==> config.mk <==
export PLATFORM = sky130hd
export DESIGN_NAME = timer_prescaler_reload_search
export DESIGN_NICKNAME = d
export VERILOG_FILES = /design/src/tprs_pkg.sv /design/src/tprs_dp.sv /design/src/tprs_ctrl.sv /design/src/timer_prescaler_reload_search.sv
export SDC_FILE = /design/constraint.sdc
export NUM_CORES = 1
export LEC_CHECK = 0
export BUFFER_PORTS_ARGS = -buffer_cell sky130_fd_sc_hd__clkbuf_2
export CORE_MARGIN = 2
export CORE_UTILIZATION = 40
export DETAILED_ROUTE_END_ITERATION = 10
export GPL_TIMING_DRIVEN = 0
export PLACE_DENSITY = 0.61
export SYNTH_ARGS = -nofsm -noshare
export SYNTH_HDL_FRONTEND = slang
export SYNTH_SLANG_ARGS = --single-unit
==> constraint.sdc <==
create_clock -name clk -period 8.95 [get_ports clk]
set_input_delay 1.3425 -clock clk [delete_from_list [all_inputs] [get_ports clk]]
set_output_delay 1.3425 -clock clk [all_outputs]
set_load 0.01 [all_outputs]
==> src/tprs_pkg.sv <==
// Package for the timer prescaler and reload search block.
// Holds widths, constants and the controller/datapath command and status types.
// No dependencies.
`default_nettype none

package tprs_pkg;

    localparam int MS_W      = 16;
    localparam int CLK_W     = 16;
    localparam int NUM_W     = 32;
    localparam int PRESC_W   = 12;
    localparam int DIV_W     = PRESC_W + 1;
    localparam int LIM_W     = DIV_W + 16;
    localparam int RELOAD_W  = 16;
    localparam int CNT_W     = $clog2(NUM_W + 1);

    localparam int PRESCALER_LIMIT_DEFAULT = 4095;

    localparam logic [CLK_W-1:0]    REF_CLOCK_RESET = 16'd13560;
    localparam logic [RELOAD_W-1:0] RELOAD_MAX      = 16'hFFFF;
    localparam logic [LIM_W-1:0]    LIMIT_INIT      = LIM_W'(RELOAD_MAX);
    localparam logic [LIM_W-1:0]    LIMIT_STEP      = LIM_W'(2 * 32'hFFFF);
    localparam logic [CNT_W-1:0]    DIV_STEPS       = CNT_W'(NUM_W);

    typedef struct packed {
        logic capture;
        logic load;
        logic step;
        logic div_start;
        logic fit;
    } tprs_cmd_t;

    typedef struct packed {
        logic fit;
        logic last;
        logic div_done;
    } tprs_sts_t;

endpackage

`default_nettype wire

==> src/tprs_dp.sv <==
// Datapath: config register, tick count multiply, prescaler search, restoring divider.
// Depends on tprs_pkg.
`default_nettype none

module tprs_dp
    import tprs_pkg::*;
#(
    parameter int PRESCALER_LIMIT = PRESCALER_LIMIT_DEFAULT
)
(
    input  wire logic                  clk,
    input  wire logic                  rst_n,
    input  wire logic                  cfg_valid,
    input  wire logic [CLK_W-1:0]      cfg_data,
    input  wire logic [MS_W-1:0]       timeout_ms,
    input  wire tprs_cmd_t             cmd,
    output tprs_sts_t                  sts,
    output logic [PRESC_W-1:0]         prescaler,
    output logic [RELOAD_W-1:0]        reload,
    output logic                       no_fit
);

    localparam logic [PRESC_W-1:0] P_LAST = PRESC_W'(PRESCALER_LIMIT - 1);
    localparam logic [PRESC_W-1:0] P_MAX  = PRESC_W'(PRESCALER_LIMIT);

    logic [CLK_W-1:0]   ref_reg;
    logic [MS_W-1:0]    ms_reg;
    logic [NUM_W-1:0]   num_reg;
    logic [PRESC_W-1:0] p_reg;
    logic [DIV_W-1:0]   d_reg;
    logic [LIM_W-1:0]   limit_reg;
    logic [DIV_W-1:0]   rem_reg;
    logic [NUM_W-1:0]   quo_reg;
    logic [CNT_W-1:0]   cnt_reg;
    logic [PRESC_W-1:0] presc_reg;
    logic               no_fit_reg;

    logic [NUM_W-1:0]   prod;
    logic [DIV_W:0]     shifted;
    logic [DIV_W:0]     diff;

    assign prod    = NUM_W'(ms_reg) * NUM_W'(ref_reg);
    assign shifted = {rem_reg, quo_reg[NUM_W-1]};
    assign diff    = shifted - {1'b0, d_reg};

    always_ff @(posedge clk or negedge rst_n)
    begin
        if (!rst_n)
        begin
            ref_reg <= REF_CLOCK_RESET;
            cnt_reg <= '0;
        end
        else
        begin
            if (cfg_valid)
                ref_reg <= cfg_data;
            if (cmd.div_start)
                cnt_reg <= DIV_STEPS;
            else if (cnt_reg != '0)
                cnt_reg <= cnt_reg - CNT_W'(1);
        end
    end

    always_ff @(posedge clk)
    begin
        if (cmd.capture)
            ms_reg <= timeout_ms;
        if (cmd.load)
        begin
            num_reg   <= prod - NUM_W'(1);
            p_reg     <= '0;
            d_reg     <= DIV_W'(1);
            limit_reg <= LIMIT_INIT;
        end
        else if (cmd.step)
        begin
            p_reg     <= p_reg + PRESC_W'(1);
            d_reg     <= d_reg + DIV_W'(2);
            limit_reg <= limit_reg + LIMIT_STEP;
        end
        if (cmd.div_start)
        begin
            rem_reg    <= '0;
            quo_reg    <= num_reg;
            presc_reg  <= cmd.fit ? p_reg : P_MAX;
            no_fit_reg <= !cmd.fit;
        end
        else if (cnt_reg != '0)
        begin
            if (!diff[DIV_W])
            begin
                rem_reg <= diff[DIV_W-1:0];
                quo_reg <= {quo_reg[NUM_W-2:0], 1'b1};
            end
            else
            begin
                rem_reg <= shifted[DIV_W-1:0];
                quo_reg <= {quo_reg[NUM_W-2:0], 1'b0};
            end
        end
    end

    assign sts.fit      = num_reg < NUM_W'(limit_reg);
    assign sts.last     = p_reg == P_LAST;
    assign sts.div_done = cnt_reg == '0;

    assign prescaler = presc_reg;
    assign reload    = quo_reg[RELOAD_W-1:0];
    assign no_fit    = no_fit_reg;

endmodule

`default_nettype wire

==> src/tprs_ctrl.sv <==
// Controller: sequences capture, multiply, search, divide and result strobe.
// Depends on tprs_pkg.
`default_nettype none

module tprs_ctrl
    import tprs_pkg::*;
(
    input  wire logic       clk,
    input  wire logic       rst_n,
    input  wire logic       start,
    input  wire tprs_sts_t  sts,
    output tprs_cmd_t       cmd,
    output logic            busy,
    output logic            done
);

    typedef enum logic [2:0] {
        S_IDLE,
        S_MUL,
        S_SEARCH,
        S_DIV,
        S_DONE
    } state_t;

    state_t state_reg;
    state_t state_next;
    logic   done_reg;
    logic   done_next;

    always_comb
    begin
        cmd        = '0;
        state_next = state_reg;
        done_next  = 1'b0;
        unique case (state_reg)
            S_IDLE:
            begin
                if (start)
                begin
                    cmd.capture = 1'b1;
                    state_next  = S_MUL;
                end
            end
            S_MUL:
            begin
                cmd.load   = 1'b1;
                state_next = S_SEARCH;
            end
            S_SEARCH:
            begin
                priority if (sts.fit)
                begin
                    cmd.div_start = 1'b1;
                    cmd.fit       = 1'b1;
                    state_next    = S_DIV;
                end
                else if (sts.last)
                begin
                    cmd.div_start = 1'b1;
                    state_next    = S_DIV;
                end
                else
                    cmd.step = 1'b1;
            end
            S_DIV:
            begin
                if (sts.div_done)
                begin
                    done_next  = 1'b1;
                    state_next = S_DONE;
                end
            end
            S_DONE:
                state_next = S_IDLE;
            default:
                state_next = S_IDLE;
        endcase
    end

    always_ff @(posedge clk or negedge rst_n)
    begin
        if (!rst_n)
        begin
            state_reg <= S_IDLE;
            done_reg  <= 1'b0;
        end
        else
        begin
            state_reg <= state_next;
            done_reg  <= done_next;
        end
    end

    assign busy = state_reg != S_IDLE;
    assign done = done_reg;

endmodule

`default_nettype wire

==> src/timer_prescaler_reload_search.sv <==
// Top level of the timer prescaler and reload search block.
// Instantiates tprs_ctrl and tprs_dp; depends on tprs_pkg.
//
// Usage:
//   Request: drive timeout_ms and pulse start; the request is taken at a rising
//   edge with start high and busy low. busy stays high until the result is out.
//   Result: prescaler, reload and no_fit are valid while done is high, for
//   exactly one cycle. The receiver cannot stall; the result is taken then.
//   Config: ref_clock_khz is written through cfg_valid/cfg_ready/cfg_data;
//   cfg_ready is always high. Write only while busy is low.
//   Timing: an accepted request passes through capture, multiply, search and
//   divide before done; busy drops in the cycle after done. The search tests
//   one prescaler per cycle by comparing the tick count against 0xFFFF times
//   the divisor; the final reload comes from a restoring divider that retires
//   one quotient bit per cycle across the 32-bit quotient.
//   Reset: rst_n low clears the controller, aborts any request and sets
//   ref_clock_khz to 13560.
`default_nettype none

module timer_prescaler_reload_search
    import tprs_pkg::*;
#(
    parameter int PRESCALER_LIMIT = PRESCALER_LIMIT_DEFAULT
)
(
    input  wire logic                  clk,
    input  wire logic                  rst_n,
    input  wire logic                  start,
    output logic                       busy,
    input  wire logic [MS_W-1:0]       timeout_ms,
    output logic                       done,
    output logic [PRESC_W-1:0]         prescaler,
    output logic [RELOAD_W-1:0]        reload,
    output logic                       no_fit,
    input  wire logic                  cfg_valid,
    output logic                       cfg_ready,
    input  wire logic [CLK_W-1:0]      cfg_data
);

    tprs_cmd_t cmd;
    tprs_sts_t sts;

    assign cfg_ready = 1'b1;

    tprs_ctrl u_ctrl (
        .clk   (clk),
        .rst_n (rst_n),
        .start (start),
        .sts   (sts),
        .cmd   (cmd),
        .busy  (busy),
        .done  (done)
    );

    tprs_dp #(
        .PRESCALER_LIMIT (PRESCALER_LIMIT)
    ) u_dp (
        .clk        (clk),
        .rst_n      (rst_n),
        .cfg_valid  (cfg_valid),
        .cfg_data   (cfg_data),
        .timeout_ms (timeout_ms),
        .cmd        (cmd),
        .sts        (sts),
        .prescaler  (prescaler),
        .reload     (reload),
        .no_fit     (no_fit)
    );

    a_done_busy: assert property (@(posedge clk) disable iff (!rst_n)
        done |-> busy)
        else $error("result strobe outside a request");

    a_done_pulse: assert property (@(posedge clk) disable iff (!rst_n)
        done |=> !done)
        else $error("result strobe longer than one cycle");

    a_no_fit_presc: assert property (@(posedge clk) disable iff (!rst_n)
        (done && no_fit) |-> (prescaler == PRESC_W'(PRESCALER_LIMIT)))
        else $error("no fit without limit prescaler");

    a_fit_reload: assert property (@(posedge clk) disable iff (!rst_n)
        (done && !no_fit) |-> (reload != RELOAD_MAX))
        else $error("fitting reload at maximum");

endmodule

`default_nettype wire

== After elaboration in Yosys (flattened, before gate mapping) ==
Cells that the tools add are included.

* Reductions and logical operators: 7
* Multiplexer cells: 22
* Multipliers: 1
* $add $sub $neg: 6
* Eq/ne operators: 7
* $lt $le $gt $ge: 1

{| class="wikitable"
|+ Operator list
! kind !! count
|-
| 32-bit two-way mux || 2
|-
| 32-bit by 29-bit < comparator with 1-bit output || 1
|-
| 16-bit by 16-bit multiplier with 32-bit output || 1
|-
| 32-bit by 1-bit subtractor with 32-bit output, second input constant || 1
|-
| 29-bit by 17-bit adder with 29-bit output, second input constant || 1
|-
| 3-bit two-way mux || 5
|-
| 14-bit by 13-bit subtractor with 14-bit output || 1
|-
| 13-bit by 2-bit adder with 13-bit output, second input constant || 1
|-
| 13-bit two-way mux || 1
|-
| 12-bit by 1-bit adder with 12-bit output, second input constant || 1
|-
| 12-bit == test, second input constant || 1
|-
| 6-bit two-way mux || 2
|-
| 3-bit one-hot mux with 4 select lines || 1
|-
| 1-bit two-way mux || 11
|-
| 3-bit by 2-bit == test with 1-bit output, second input constant || 2
|-
| 6-bit logical NOT || 1
|-
| 6-bit nonzero test || 1
|-
| 6-bit by 1-bit subtractor with 6-bit output, second input constant || 1
|-
| 2-bit != test, second input constant || 2
|-
| 3-bit by 1-bit == test with 1-bit output, second input constant || 1
|-
| 3-bit logical NOT || 1
|-
| 3-bit != test, second input constant || 1
|-
| 3-bit AND reduction || 1
|-
| 3-bit nonzero test || 1
|-
| 2 further kinds || 2
|}

* Bits of input ports: 36
* Output and inout bits: 32
* Word-level logic and storage cells: 57
* Register bits after elaboration: 186

== Logic depth before layout (Yosys ltp) ==
* Depth in word-level cells: 5
* Depth in mapped cells: 22
* Gate-level depth less buffers: 21

== By module ==
Synthesis repeated with hierarchy kept, for this count alone.

* Cells, all modules: 1823
* Area, all modules: 17765.8 sq um

{| class="wikitable"
|+ By module, submodules not included
! module !! times used !! area each (sq um) !! seq. area each (sq um) !! cells each
|-
| tprs_dp || 1 || 17531.8 || 4654.5 || 1799
|-
| tprs_ctrl || 1 || 222.7 || 100.1 || 22
|-
| timer_prescaler_reload_search || 1 || 11.3 || 0.0 || 2
|}

== Least setup slack after synthesis ==
OpenSTA, ideal clock, no wires.

* Kind: register -> register
* Start: register u_dp.ref_reg[4]
* End: register u_dp.num_reg[30] (data pin)
* Buffers on the path: 1
* Path slack: 2.667 ns
* Data required time: 8.691 ns
* Clock period less this slack: 6.283 ns
* Library setup time: 0.259 ns
* Arrival time: 6.024 ns
* Cell stages (with the launch flop): 21
* Path through: dfstp_2 > clkbuf_1 > nand2_1 > fa_1 > fa_1 > fa_1 > inv_1 > fa_1 > fa_1 > inv_1 > fa_1 > inv_1 > ha_1 > and3_1 > nand3_1 > or3_1 > a2111oi_1 > nor3_1 > o2111ai_1 > a41oi_1 > xnor2_1

* Word-level cells in the longest chain between the ends: 2

{| class="wikitable"
|+ Ends and longest elaborated chain
! item !! line !! source
|-
| start, declared || tprs_dp.sv:26 || <nowiki>logic [CLK_W-1:0] ref_reg;</nowiki>
|-
| start signal, assigned || tprs_dp.sv:56 || <nowiki>ref_reg <= cfg_data;</nowiki>
|-
| 16-bit by 16-bit multiplier with 32-bit output || tprs_dp.sv:42 || <nowiki>assign prod = NUM_W'(ms_reg) * NUM_W'(ref_reg);</nowiki>
|-
| 32-bit by 1-bit subtractor with 32-bit output || tprs_dp.sv:70 || <nowiki>num_reg <= prod - NUM_W'(1);</nowiki>
|-
| end signal, assigned || tprs_dp.sv:70 ||
|-
| end, declared || tprs_dp.sv:28 || <nowiki>logic [NUM_W-1:0] num_reg;</nowiki>
|}

No other way between the ends.
A chain may end at the register's enable or synchronous reset.

== Worst setup path in the final report ==
* Start: register u_dp.ms_reg[9]
* End: register u_dp.num_reg[30] (data pin)

* Word-level cells in the longest chain between the ends: 2

{| class="wikitable"
|+ Ends and longest elaborated chain
! item !! line !! source
|-
| start, declared || tprs_dp.sv:27 || <nowiki>logic [MS_W-1:0] ms_reg;</nowiki>
|-
| start signal, assigned || tprs_dp.sv:67 || <nowiki>ms_reg <= timeout_ms;</nowiki>
|-
| 16-bit by 16-bit multiplier with 32-bit output || tprs_dp.sv:42 ||
|-
| 32-bit by 1-bit subtractor with 32-bit output || tprs_dp.sv:70 ||
|}

No other way between the ends.

==> impl_metrics.ini <==
[route]
wl_per_cell_um = 16.6
vias = 13500
routed_wl_um = 43300
drt_iter0_markers = 931
ant_nets = 0
first_pass_iters = 5
drcViolationCount = 0
routed_via_density = 5.17

[yosys]
yosysMostFrequentCell = inv_1
ys_types = 73
synth.area.top_cells = fa_1 (23%), edfxtp_1 (15%), ha_1 (10%), dfxtp_1 (7.2%), inv_1 (7.1%)
synthesis.area_um2 = 18100
synth_edf_count = 93
synth.avg_cell_area_um2 = 9.48
ys_seq_area_share_pct = 26.2
synthesis.instances = 1913
ys_warn_count = 0
netlist.area_leader.share_pct = 23.0
yosysTopAreaCell = fa_1
synth_ff_type = edfxtp_1
async_reset_ff_share_pct = 14.1
synth_common_cells = inv_1 (342), nand2_1 (240), fa_1 (208)
synth_fp_nets = 2309
synth_seq_cells = 184

[sta]
finalHoldViolations = 0
rsz0062_at_grt = no
slew_headroom_pct = 27.8
min_period_ns = 7.39
finalSetupViolCount = 0
slew_viol_final = 0
skew_ns = 0.0194
post-route-period-util_pct = 82.6
max_freq_ghz = 0.135
tightest_slew_ns = 1.08
setup_tns_ns = 0

[global_route]
use_met2_pct = 32.0
grt_pass1_wl_um = 70800
antenna_found_initial = 0
overflow = 0
use_met3_pct = 3.24
grt_busiest_layer = met2
grt_use_met1_pct = 24.5
track_usage_pct = 19.0
grt_pass1_vias = 13900
grt_max_degree = 33

[clock_network]
post_cts_buffers = 0
holdBufCountCts = 0
cts.sinks = 184
cts_root_buf = clkbuf_16
cts_made_buffers = 17
clk_pin_slew_ns = 0.08
cts_resized = 0
cts_tree = built
cts_max_level = 4
clockBufferDepth = 2
clk_latency_ns = 0.47

[cells_and_area]
area_delta_synth_final_pct = 9.57
final_nets = 2394
instances_no_fill = 2611
drive_gt1_share_pct = 9.75
antennaDiodeCount = 0
fin_area_um2 = 19900

[setup_path]
critPathLaunchType = register
required_ns = 9.16
critPathKind = reg2reg
crit_fanout = 10
arrival_ns = 7.60
cp-end-kind = register

[hold_path]
hp-class = reg2reg

[die]
dieArea_um2 = 47100
rows = 78
core_area_um2 = 45100
die_h_um = 217
fp.dieW_um = 217
pin_count = 68
start_util_pct = 40.2

[flow_run]
cap_violations = 0

[run_status]
status = complete, no violations

[placed_design]
dpl.cell_count = 2579
gp_congestion = 0.885
place_area_um2 = 19200
portBuffers = 65
dp_hpwl_um = 35000
## cell type report
type / instances / area [µm²]
flip-flops and latches: 184 / 4750
repair buffers: 66 / 345
inverters: 344 / 1290
clock inverters: 13 / 161
fillers: 4389 / 25200
multi-input cells: 1292 / 11600
clock buffers: 19 / 475
plain buffers: 93 / 458
well taps: 600 / 751
## cell families after synthesis
logic type | Yosys count | synth area share, %
AND/OR/NAND/NOR | 602 | 16.3
buffers and inverters | 437 | 9.64
flip-flops | 184 | 26.2
adder cells (fa/ha/maj) | 360 | 33.4
AO/OA/AOI/OAI | 207 | 7.62
other | 1 | 0.0207
multiplexers | 82 | 4.86
XOR/XNOR | 40 | 1.93
## through the flow
stage          hold WS [ns]  worst slack (ns)  utilization (%)
4_1_cts               0.466              1.64             44.1
6_report              0.461              1.56             44.1
2_1_floorplan         0.435              2.67                -
3_5_place_dp          0.456              1.63             42.7
5_1_grt               0.479              1.34             44.1
3_3_place_gp          0.443              1.68             42.6
## worst max-delay path, stage by stage, from the launching register on
cell,delay [ns]
edfxtp_1,0.49
clkbuf_1,0.56
and2_1,0.25
fa_1,0.41
inv_1,0.07
fa_1,0.44
fa_1,0.53
inv_1,0.05
fa_1,0.46
fa_1,0.54
inv_1,0.05
fa_1,0.52
inv_1,0.04
ha_1,0.34
and3_1,0.25
nand3_1,0.11
or3_1,0.42
a2111oi_1,0.78
nor3_1,0.16
o2111ai_1,0.33
a41oi_1,0.18
xnor2_1,0.15
## cells in the final DEF, fill, tap and decap left out, drive strengths merged, types with 7 or more instances in the layout
cell type,instances
a31oi,8
nand4,22
nand2b,15
fa,208
nor2,75
nand2,240
and2,92
nand3,48
clkbuf,147
buf,31
dfxtp,65
o31ai,18
dfrtp,18
nor4,22
o21bai,7
o21ai,27
xor2,9
or4,17
or3,18
dfstp,8
a21oi,62
mux2i,33
xnor2,31
ha,152
a211oi,19
inv,352
nor3,30
edfxtp,93
mux2,49
a21o,23
## layer usage
metal | vias up | routed length, µm
li1 | 6440 | -
met1 | 6548 | 19100
met2 | 412 | 20400
met3 | 87 | 2340
met4 | 0 | 1440
met5 | - | 0
## path summary, 6_finish.rpt
check	from	to	slack [ns]	depth (start not counted)
min in group asynchronous	rst_n	u_dp.ref_reg[1]	1.00	1
max in group asynchronous	rst_n	u_dp.cnt_reg[3]	7.35	1
worst max-delay path	u_dp.ms_reg[9]	u_dp.num_reg[30]	1.56	21
worst min register to register	u_dp.d_reg[11]	u_dp.d_reg[11]	0.46	2
worst min-delay path	u_dp.d_reg[11]	u_dp.d_reg[11]	0.46	2
worst max register to register	u_dp.ms_reg[9]	u_dp.num_reg[30]	1.56	21
Power is left out: the tool's default activity adds up to more than one toggle a clock period on the data nets, which glitch-free logic cannot reach.
